### config.mk
export PLATFORM = sky130hd
export DESIGN_NAME = stx_etx_frame_decoder_unit
export DESIGN_NICKNAME = d
export VERILOG_FILES = /design/src/rtl/sefd_pkg.sv /design/src/rtl/stx_etx_frame_decoder_unit.sv /design/src/rtl/sefd_cfg.sv /design/src/rtl/sefd_parser.sv
export SDC_FILE = /design/constraint.sdc
export NUM_CORES = 1
export LEC_CHECK = 0
export BUFFER_PORTS_ARGS = -buffer_cell sky130_fd_sc_hd__buf_2
export CAP_MARGIN = 20
export CORE_AREA = 2 2 83 85
export CTS_CLUSTER_DIAMETER = 30
export DETAILED_ROUTE_END_ITERATION = 12
export DIE_AREA = 0 0 85 87
export PLACE_DENSITY = 0.91
export SYNTH_ARGS = -nofsm -noshare
export SYNTH_HDL_FRONTEND = slang
export SYNTH_HIERARCHICAL = 1
export SYNTH_SLANG_ARGS = --single-unit
### constraint.sdc
create_clock -name i_clk -period 7.3 [get_ports i_clk]
set_input_delay 0.73 -clock i_clk [delete_from_list [all_inputs] [get_ports i_clk]]
set_output_delay 0.73 -clock i_clk [all_outputs]
set_load 0.03 [all_outputs]
### src/rtl/sefd_pkg.sv
// ----------------------------------------------------------------------------
// sefd_pkg
// Shared types and constants for the start/length/end byte frame decoder.
// ----------------------------------------------------------------------------
package sefd_pkg;

    localparam int unsigned BYTE_W = 8;
    localparam int unsigned ADDR_W = 3;
    localparam int unsigned DATA_W = 32;

    // Reset values of the delimiter registers.
    localparam logic [BYTE_W-1:0] START_BYTE_RST = 8'h02;
    localparam logic [BYTE_W-1:0] END_BYTE_RST   = 8'h03;

    // Register indexes, selected by paddr bit 2.
    localparam logic REG_START_BYTE = 1'b0;
    localparam logic REG_END_BYTE   = 1'b1;

    typedef enum logic [1:0] {
        KIND_NONE  = 2'd0,
        KIND_DATA  = 2'd1,
        KIND_GOOD  = 2'd2,
        KIND_ERROR = 2'd3
    } t_kind;

    typedef struct packed {
        logic [BYTE_W-1:0] start_byte;
        logic [BYTE_W-1:0] end_byte;
    } t_cfg;

    typedef struct packed {
        t_kind             kind;
        logic [BYTE_W-1:0] out_byte;
        logic [BYTE_W-1:0] frame_len;
    } t_result;

endpackage

### src/rtl/stx_etx_frame_decoder_unit.sv
// ----------------------------------------------------------------------------
// stx_etx_frame_decoder_unit
// Decodes start, length, payload, XOR checksum, end byte frames.
// ----------------------------------------------------------------------------
// Usage:
//   Input channel (i_in_valid, o_in_stall, i_in_byte) carries one received
//   byte per word. Output channel (o_out_valid, i_out_stall, o_kind,
//   o_out_byte, o_frame_len) returns exactly one result word per input word:
//   nothing, a payload byte, frame good with its length, or frame error.
//   Payload bytes are only trustworthy once the frame reports good.
//   o_out_valid rises in the cycle after input acceptance. Throughput is
//   one byte per cycle unless the receiver stalls; the parse step is a
//   single compare, XOR and counter update between the parse state and the output register.
//   When the receiver stalls, the output register holds its word and
//   o_in_stall rises so no further byte is taken until the word leaves.
//   The APB port sets the start byte (address 0) and end byte (address 4);
//   write them only while the block is idle.
//   Reset clears the parser to idle, empties the output register and loads
//   the delimiters with 0x02 and 0x03.
// ----------------------------------------------------------------------------
module stx_etx_frame_decoder_unit
    import sefd_pkg::*;
(
    input  logic              i_clk,
    input  logic              i_rst_n,
    input  logic              i_in_valid,
    output logic              o_in_stall,
    input  logic [BYTE_W-1:0] i_in_byte,
    output logic              o_out_valid,
    input  logic              i_out_stall,
    output logic [1:0]        o_kind,
    output logic [BYTE_W-1:0] o_out_byte,
    output logic [BYTE_W-1:0] o_frame_len,
    input  logic              psel,
    input  logic              penable,
    input  logic              pwrite,
    input  logic [ADDR_W-1:0] paddr,
    input  logic [DATA_W-1:0] pwdata,
    output logic [DATA_W-1:0] prdata,
    output logic              pready
);

    t_cfg    w_cfg;
    t_result w_result;
    logic    w_in_accept;
    logic    r_out_valid, n_out_valid;
    t_result r_out;

    sefd_cfg u_cfg (
        .i_clk   (i_clk),
        .i_rst_n (i_rst_n),
        .psel    (psel),
        .penable (penable),
        .pwrite  (pwrite),
        .paddr   (paddr),
        .pwdata  (pwdata),
        .prdata  (prdata),
        .pready  (pready),
        .o_cfg   (w_cfg)
    );

    sefd_parser u_parser (
        .i_clk    (i_clk),
        .i_rst_n  (i_rst_n),
        .i_accept (w_in_accept),
        .i_byte   (i_in_byte),
        .i_cfg    (w_cfg),
        .o_result (w_result)
    );

    assign o_in_stall  = r_out_valid && i_out_stall;
    assign w_in_accept = i_in_valid && !o_in_stall;
    assign n_out_valid = w_in_accept || (r_out_valid && i_out_stall);

    always_ff @(posedge i_clk) begin
        if (!i_rst_n) begin
            r_out_valid <= 1'b0;
        end else begin
            r_out_valid <= n_out_valid;
        end
    end

    always_ff @(posedge i_clk) begin
        if (w_in_accept) begin
            r_out <= w_result;
        end
    end

    assign o_out_valid = r_out_valid;
    assign o_kind      = r_out.kind;
    assign o_out_byte  = r_out.out_byte;
    assign o_frame_len = r_out.frame_len;

    a_accept_fills: assert property (@(posedge i_clk) disable iff (!i_rst_n)
        w_in_accept |=> o_out_valid)
        else $error("accepted byte produced no result word");

    a_byte_only_data: assert property (@(posedge i_clk) disable iff (!i_rst_n)
        o_out_valid && o_kind != KIND_DATA |-> o_out_byte == '0)
        else $error("payload byte nonzero outside a data result");

    a_len_only_good: assert property (@(posedge i_clk) disable iff (!i_rst_n)
        o_out_valid && o_kind != KIND_GOOD |-> o_frame_len == '0)
        else $error("frame length nonzero outside a good result");

endmodule

### src/rtl/sefd_cfg.sv
// ----------------------------------------------------------------------------
// sefd_cfg
// APB register file holding the start and end delimiter bytes.
// ----------------------------------------------------------------------------
module sefd_cfg
    import sefd_pkg::*;
(
    input  logic              i_clk,
    input  logic              i_rst_n,
    input  logic              psel,
    input  logic              penable,
    input  logic              pwrite,
    input  logic [ADDR_W-1:0] paddr,
    input  logic [DATA_W-1:0] pwdata,
    output logic [DATA_W-1:0] prdata,
    output logic              pready,
    output t_cfg              o_cfg
);

    logic              w_wr;
    logic [BYTE_W-1:0] r_start_byte;
    logic [BYTE_W-1:0] r_end_byte;
    logic [BYTE_W-1:0] w_rd_byte;

    assign pready = 1'b1;
    assign w_wr   = psel && penable && pwrite && pready;

    always_ff @(posedge i_clk) begin
        if (!i_rst_n) begin
            r_start_byte <= START_BYTE_RST;
            r_end_byte   <= END_BYTE_RST;
        end else if (w_wr) begin
            unique case (paddr[2])
                REG_START_BYTE: r_start_byte <= pwdata[BYTE_W-1:0];
                REG_END_BYTE:   r_end_byte   <= pwdata[BYTE_W-1:0];
                default: ;
            endcase
        end
    end

    always_comb begin
        unique case (paddr[2])
            REG_START_BYTE: w_rd_byte = r_start_byte;
            REG_END_BYTE:   w_rd_byte = r_end_byte;
            default:        w_rd_byte = r_start_byte;
        endcase
    end

    assign prdata           = {{(DATA_W-BYTE_W){1'b0}}, w_rd_byte};
    assign o_cfg.start_byte = r_start_byte;
    assign o_cfg.end_byte   = r_end_byte;

endmodule

### src/rtl/sefd_parser.sv
// ----------------------------------------------------------------------------
// sefd_parser
// Frame parse state machine: one byte per accepted word, one result each.
// ----------------------------------------------------------------------------
module sefd_parser
    import sefd_pkg::*;
(
    input  logic              i_clk,
    input  logic              i_rst_n,
    input  logic              i_accept,
    input  logic [BYTE_W-1:0] i_byte,
    input  t_cfg              i_cfg,
    output t_result           o_result
);

    typedef enum logic [2:0] {
        PH_IDLE    = 3'd0,
        PH_LEN     = 3'd1,
        PH_PAYLOAD = 3'd2,
        PH_CHK     = 3'd3,
        PH_END     = 3'd4,
        PH_DISCARD = 3'd5
    } t_phase;

    t_phase            r_phase,       n_phase;
    logic [BYTE_W-1:0] r_bytes_left,  n_bytes_left;
    logic [BYTE_W-1:0] r_payload_len, n_payload_len;
    logic [BYTE_W-1:0] r_running_xor, n_running_xor;
    logic [BYTE_W-1:0] w_left_dec;

    assign w_left_dec = r_bytes_left - 1'b1;

    always_comb begin
        n_phase            = r_phase;
        n_bytes_left       = r_bytes_left;
        n_payload_len      = r_payload_len;
        n_running_xor      = r_running_xor;
        o_result.kind      = KIND_NONE;
        o_result.out_byte  = '0;
        o_result.frame_len = '0;
        unique case (r_phase)
            PH_LEN: begin
                n_payload_len = i_byte;
                n_bytes_left  = i_byte;
                n_running_xor = '0;
                n_phase       = (i_byte == '0) ? PH_CHK : PH_PAYLOAD;
            end
            PH_PAYLOAD: begin
                o_result.kind     = KIND_DATA;
                o_result.out_byte = i_byte;
                n_running_xor     = r_running_xor ^ i_byte;
                n_bytes_left      = w_left_dec;
                if (w_left_dec == '0) begin
                    n_phase = PH_CHK;
                end
            end
            PH_CHK: begin
                // The checksum byte is never taken as an end byte.
                n_phase = (i_byte == r_running_xor) ? PH_END : PH_DISCARD;
            end
            PH_END: begin
                if (i_byte == i_cfg.end_byte) begin
                    o_result.kind      = KIND_GOOD;
                    o_result.frame_len = r_payload_len;
                    n_phase            = PH_IDLE;
                end else begin
                    n_phase = PH_DISCARD;
                end
            end
            PH_DISCARD: begin
                if (i_byte == i_cfg.end_byte) begin
                    o_result.kind = KIND_ERROR;
                    n_phase       = PH_IDLE;
                end
            end
            default: begin
                // Start byte wins over end byte when both registers match.
                if (i_byte == i_cfg.start_byte) begin
                    n_running_xor = '0;
                    n_phase       = PH_LEN;
                end else if (i_byte == i_cfg.end_byte) begin
                    o_result.kind = KIND_ERROR;
                    n_phase       = PH_IDLE;
                end else begin
                    n_phase = PH_DISCARD;
                end
            end
        endcase
    end

    always_ff @(posedge i_clk) begin
        if (!i_rst_n) begin
            r_phase       <= PH_IDLE;
            r_bytes_left  <= '0;
            r_payload_len <= '0;
            r_running_xor <= '0;
        end else if (i_accept) begin
            r_phase       <= n_phase;
            r_bytes_left  <= n_bytes_left;
            r_payload_len <= n_payload_len;
            r_running_xor <= n_running_xor;
        end
    end

    a_empty_to_chk: assert property (@(posedge i_clk) disable iff (!i_rst_n)
        i_accept && r_phase == PH_LEN && i_byte == '0 |=> r_phase == PH_CHK)
        else $error("empty payload did not go to checksum phase");

    a_payload_left: assert property (@(posedge i_clk) disable iff (!i_rst_n)
        r_phase == PH_PAYLOAD |-> r_bytes_left != '0)
        else $error("payload phase with no bytes left");

endmodule

# ---- Word-level counts from Yosys, hierarchy flattened
# Cells that the tools add are included.
dict set report totals {
  reg_bits 62
  latch_bits 0
  ramBits 0
  mem_bits_ro 0
  in_bits 50
  output_inout_bits 53
  mem_count 0
}
dict set report classes {
  add_sub_neg 1
  n_mul 0
  div_mod_pow 0
  order_cmp 0
  eq_ne 10
  n_shift 0
  mux 15
  bitwise_logic 3
  reduce_logical 19
}
# cell count
set op_table {}
lappend op_table {{one-hot mux 8 bit (2 select lines)} 2}
lappend op_table {{equality test 8 bit} 3}
lappend op_table {{one-hot mux 8 bit (3 select lines)} 1}
lappend op_table {{zero test 8 bit} 2}
lappend op_table {{one-hot mux 3 bit (5 select lines)} 1}
lappend op_table {{two-way mux 3 bit} 4}
lappend op_table {{AND reduction 2 bit} 5}
lappend op_table {{two-way mux 8 bit} 1}
lappend op_table {{one-hot mux 2 bit (4 select lines)} 1}
lappend op_table {{subtractor 8 x 1 -> 8 bit, second input constant} 1}
lappend op_table {{bitwise XOR 8 bit} 1}
lappend op_table {{equality test 3 x 2 -> 1 bit, second input constant} 2}
lappend op_table {{equality test 3 bit, second input constant} 2}
lappend op_table {{two-way mux 2 bit} 3}
lappend op_table {{AND reduction 3 bit} 2}
lappend op_table {{logical AND 1 bit} 4}
lappend op_table {{!= test 2 x 1 -> 1 bit, second input constant} 2}
lappend op_table {{equality test 3 x 1 -> 1 bit, second input constant} 1}
lappend op_table {{nonzero test 3 bit} 1}
lappend op_table {{OR reduction 3 bit} 1}
lappend op_table {{two-way mux 1 bit} 2}
lappend op_table {{inverter 1 bit} 2}
lappend op_table {{nonzero test 2 bit} 1}
lappend op_table {{OR reduction 2 bit} 1}
lappend op_table {{other kinds (2)} 2}

# ---- Depth between registers and ports, before layout
dict set report logic_depth {
  depth_word 4
  mapped_depth 8
  ltp_nobuf 7
}

# ---- Hierarchy
# The synthesis kept the hierarchy.
# mod n_inst cells_each area_each_um2
set by_module_without_submodules {}
lappend by_module_without_submodules {sefd_parser 1 254 2045.7}
lappend by_module_without_submodules {sefd_cfg 1 99 950.9}
lappend by_module_without_submodules {stx_etx_frame_decoder_unit 1 22 583.1}

# ---- Worst setup path before layout
# OpenSTA, ideal clock, no wires.
dict set report synth_timing {
  path_kind {input port to flip-flop}
  from {input i_out_stall}
  to {register u_parser.r_bytes_left[5]}
  setup_time_ns 0.115
  arrival_ns 2.979
  t_required_ns 7.185
  setup_slack_ns 4.206
  path_stages 8
  path_buffers 1
  cell_sequence {and2_4 -> nor2b_1 -> nand2b_1 -> o21bai_1 -> clkbuf_1 -> a21oi_1 -> o22ai_1 -> and2_1}
}
dict set report synth_via {
  elab_chain_cells 4
}
# element line_no
set synth_lines {}
lappend synth_lines {{start, declared} stx_etx_frame_decoder_unit.sv:30} ;# input logic i_out_stall,
lappend synth_lines {{logical AND 1 bit} stx_etx_frame_decoder_unit.sv:71} ;# assign o_in_stall = r_out_valid && i_out_stall;
lappend synth_lines {{zero test 1 bit} stx_etx_frame_decoder_unit.sv:72} ;# assign w_in_accept = i_in_valid && !o_in_stall;
lappend synth_lines {{logical AND 1 bit} stx_etx_frame_decoder_unit.sv:72}
lappend synth_lines {{named net w_in_accept} stx_etx_frame_decoder_unit.sv:45} ;# logic w_in_accept;
lappend synth_lines {{AND reduction 2 bit (no source line)} -}
lappend synth_lines {{end signal, assigned} sefd_parser.sv:99} ;# r_bytes_left <= n_bytes_left;
lappend synth_lines {{end, declared} sefd_parser.sv:26} ;# logic [BYTE_W-1:0] r_bytes_left, n_bytes_left;
# The timed path passes the listed nets, and every way through them passes these cells.
# A chain may end at the register's enable or synchronous reset.

# ---- Worst setup path after layout
dict set report layout_timing {
  from {input i_in_byte[5]}
  to {register u_parser.r_running_xor[2]}
}
dict set report layout_via {
  elab_chain_cells 3
}
# element line_no
set layout_lines {}
lappend layout_lines {{start, declared} stx_etx_frame_decoder_unit.sv:28} ;# input logic [BYTE_W-1:0] i_in_byte,
lappend layout_lines {{equality test 8 bit} sefd_parser.sv:78} ;# if (i_byte == i_cfg.start_byte) begin
lappend layout_lines {{nonzero test 3 bit (no source line)} -}
lappend layout_lines {{AND reduction 3 bit (no source line)} -}
lappend layout_lines {{end signal, assigned} sefd_parser.sv:101} ;# r_running_xor <= n_running_xor;
lappend layout_lines {{end, declared} sefd_parser.sv:28} ;# logic [BYTE_W-1:0] r_running_xor, n_running_xor;
# No other way between the ends.

==> key figures <==
STA
  • Worst clock skew: 0.0126 ns
  • RSZ-0062 raised after global routing: no
  • Final min period: 2.44 ns
  • Fmax achieved: 410 MHz
  • Worst-margin pin slew: 0.930 ns
  • Final period utilization: 33.4%
  • Final hold violations: 0
  • Relative slew margins: 37.9%
  • Final Max Tran Viols: 0
  • Setup TNS: 0 ns
  • # setup viols final: 0

Worst setup path
  • Required time of the critical path: 7.51 ns
  • CP Depth: 6
  • CP peak stage delay: 0.70 ns
  • Top delay family on crit path: compound AO/OA/AOI/OAI gates
  • CP Launch Type: input port
  • Reg2Reg Capture Point: u_parser/r_bytes_left[6]$_SDFFE_PN0P_
  • Critical path arrival: 2.65 ns
  • R2R Setup Slk: 5.09 ns
  • R2r startpoint: u_parser/r_phase[1]$_SDFFE_PN0P_
  • CP Launch Point: i_in_byte[5]
  • Worst R2R Path Depth: 4
  • Type of the worst setup path: input port to flop
  • CP bufs+invs: 1
  • Critical Path Sink Type: flop
  • Critical path cell sequence: buf_2, xor2_1, nor4_2, a21oi_2, o311ai_4, o21ai_1
  • CP max FO: 8
  • Critical path's slowest cell: nor4_2

Drt
  • Routed WL per cell: 15.6 µm
  • Wl on met1: 3250 µm
  • DRC viols: 0
  • Met2 WL: 3660 µm
  • Number of vias in the routed layout: 2,805
  • Vias/cell: 5.60
  • Initial DRC Count: 248
  • TritonRoute pass-1 iters: 6
  • DRT antenna net count: 0
  • WL met3: 567 µm
  • Max layer used: met4
  • Routed WL: 7790 µm

Power
  • Leakage: 1.65 nW
  • Pwr per Cell Area: 250 nW/µm²
  • PnR Total Power: 983 µW
  • Max VDD drop: 0.120 mV

Synthesis
  • Count leader, synth: dfxtp_1
  • Post-synth EDFFs: 18
  • YS warnings: 6
  • Most frequent cells after synthesis: 44 x dfxtp_1, 41 x nand2_1, 26 x buf_4, 24 x mux2i_1, 19 x a21oi_1
  • Synth Flop Type: dfxtp_1
  • Synth Cell Area: 3580 µm²
  • Top cells by area, synth: dfxtp_1 25%, edfxtp_1 15%, mux2i_1 6.7%
  • Yosys top cell area share: 24.6%
  • Mapped Cells: 375
  • Mean Syn Cell Area: 9.55 µm²
  • Flops & latches, synth: 62
  • Post-synthesis sequential area ratio: 39.7%
  • Yosys top cell by area: dfxtp_1
  • Yosys cell types: 62
  • Asr flop ratio synth: 0%

Placed design
  • Port buffer count: 51
  • Post-Place Cell Area: 3720 µm²
  • Final HPWL DP: 5390 µm
  • Placer Congestion: 0.935
  • Placed cells: 484

Finish
  • Share of layout cells above drive strength 1: 23.3%
  • Antenna Cells: 0
  • Fin area: 3930 µm²
  • Final cell count without fillers: 501
  • Layout Utilization: 59.9%
  • Area Growth Syn to Fin: 9.89%
  • Nets: 468

Clock network
  • Post-CTS Setup Bufs: 0
  • CTS tree: yes
  • CTS buffer count: 9
  • Cts hold-fix bufs: 0
  • Clock root cell: clkbuf_8
  • Clock-pin slew on the worst setup and hold paths: 0.07 ns
  • Clock Sinks: 62
  • H-tree levels: 3
  • Post-CTS sizing: 0
  • Clock buffer depth: 2
  • Clock latency on the worst-skew pair: 0.35 ns

Floorplan
  • Initial Utilization: 54.5%
  • DIE AREA: 7400 µm²
  • Die Ht: 87 µm
  • # IOs: 103
  • Row cnt: 30
  • Core ar.: 6570 µm²
  • Width of the die: 85 µm

GRT
  • Overflow after GRT: 0
  • Vias in the first global route: 2,685
  • Initial antenna violation count: 0
  • Largest net degree at the start of global routing: 50
  • GRT Overall Usage: 21.4%
  • Global-route wire length before repair: 12,500 µm

Hold path
  • Hold path cells: 2
  • Worst Hold Launch: u_parser/r_payload_len[0]$_SDFFE_PN0P_
  • Worst hold path class: flop to flop
  • Worst Hold Endpoint: u_parser/r_payload_len[0]$_SDFFE_PN0P_

Outcome
  • Status: finished clean

Job
  • Max-Cap Viols: 0
[layout make-up]
cell class,instances,area [µm²]
flip-flops and latches,62,1420
inverters,15,56.3
well taps,80,100
clock inverters,7,78.8
repair buffers,53,274
multi-input cells,275,1880
clock buffers,9,124
fillers,522,2640
[per-stage QoR]
stage	setup WS, ns	hold slack, ns
floorplan	4.21	0.452
global route	4.80	0.523
CTS	4.85	0.489
detailed placement	4.65	0.478
global placement	4.76	0.465
finish	4.86	0.490
[cells in the final DEF (no fill, tap or decap), types with 4 or more instances in the layout]
master / count
xor2_1: 16
nand2_1: 41
dfxtp_1: 44
nor2_1: 10
edfxtp_1: 18
clkbuf_8: 9
conb_1: 25
xnor2_1: 10
and2_1: 13
mux2_2: 8
nand2b_1: 4
a31oi_1: 4
mux2i_1: 24
nor2b_1: 17
buf_2: 51
a21oi_1: 19
nor3_1: 11
o21ai_1: 12
inv_1: 14
[report_power, final]
| part | leakage, nW | total [mW] | internal [mW] | switching [mW] |
|---|---|---|---|---|
| Clock | 0.101 | 0.311 | 0.162 | 0.149 |
| Sequential | 0.539 | 0.422 | 0.382 | 0.0394 |
| Combinational | 1.01 | 0.251 | 0.0948 | 0.156 |
| Total | 1.65 | 0.983 | 0.639 | 0.344 |
[flip-flops by register name (all words and copies together), names as in the netlist, 2 cells and up]
| name | count |
|---|---|
| o_frame_len | 8 |
| u_cfg/r_start_byte | 8 |
| o_kind | 2 |
| u_parser/r_running_xor | 8 |
| o_out_byte | 8 |
| u_parser/r_phase | 3 |
| u_cfg/r_end_byte | 8 |
| u_parser/r_bytes_left | 8 |
| u_parser/r_payload_len | 8 |
[layer usage]
layer,vias to the layer above,track usage (%)
met2,124,34.9
met3,32,5.59
met4,0,11.5
met1,1313,25.9
met5,-,0
li1,1336,-
[worst min-delay path: stages, from the launching register on]
cell and delay, ns:
dfxtp_1 0.31, o21ai_0 0.06, a21boi_0 0.07
[kinds of logic (layout without fill, tap and decap cells)]
group	after synthesis	in the layout	synth area share (%)
simple gates	126	126	21.2
compound gates	63	63	11.9
flops	62	62	39.7
buf+inv	61	84	10.3
mux	32	32	9.23
xor+xnor	27	27	6.82
fa+ha+maj	2	2	0.699
other cells	2	25	0.210
[worst max-delay path by stage]
stage / to / slack [ns]
2_1_floorplan: u_parser/r_bytes_left[5]$_SDFFE_PN0P_ / 4.21
3_3_place_gp: u_parser/r_bytes_left[5]$_SDFFE_PN0P_ / 4.76
3_5_place_dp: u_parser/r_running_xor[0]$_SDFFE_PN0P_ / 4.65
4_1_cts: u_parser/r_phase[2]$_SDFFE_PN0P_ / 4.85
5_1_grt: u_parser/r_running_xor[6]$_SDFFE_PN0P_ / 4.80
6_report: u_parser/r_running_xor[2]$_SDFFE_PN0P_ / 4.86
No activity file was read; power rests on OpenSTA's default activity.
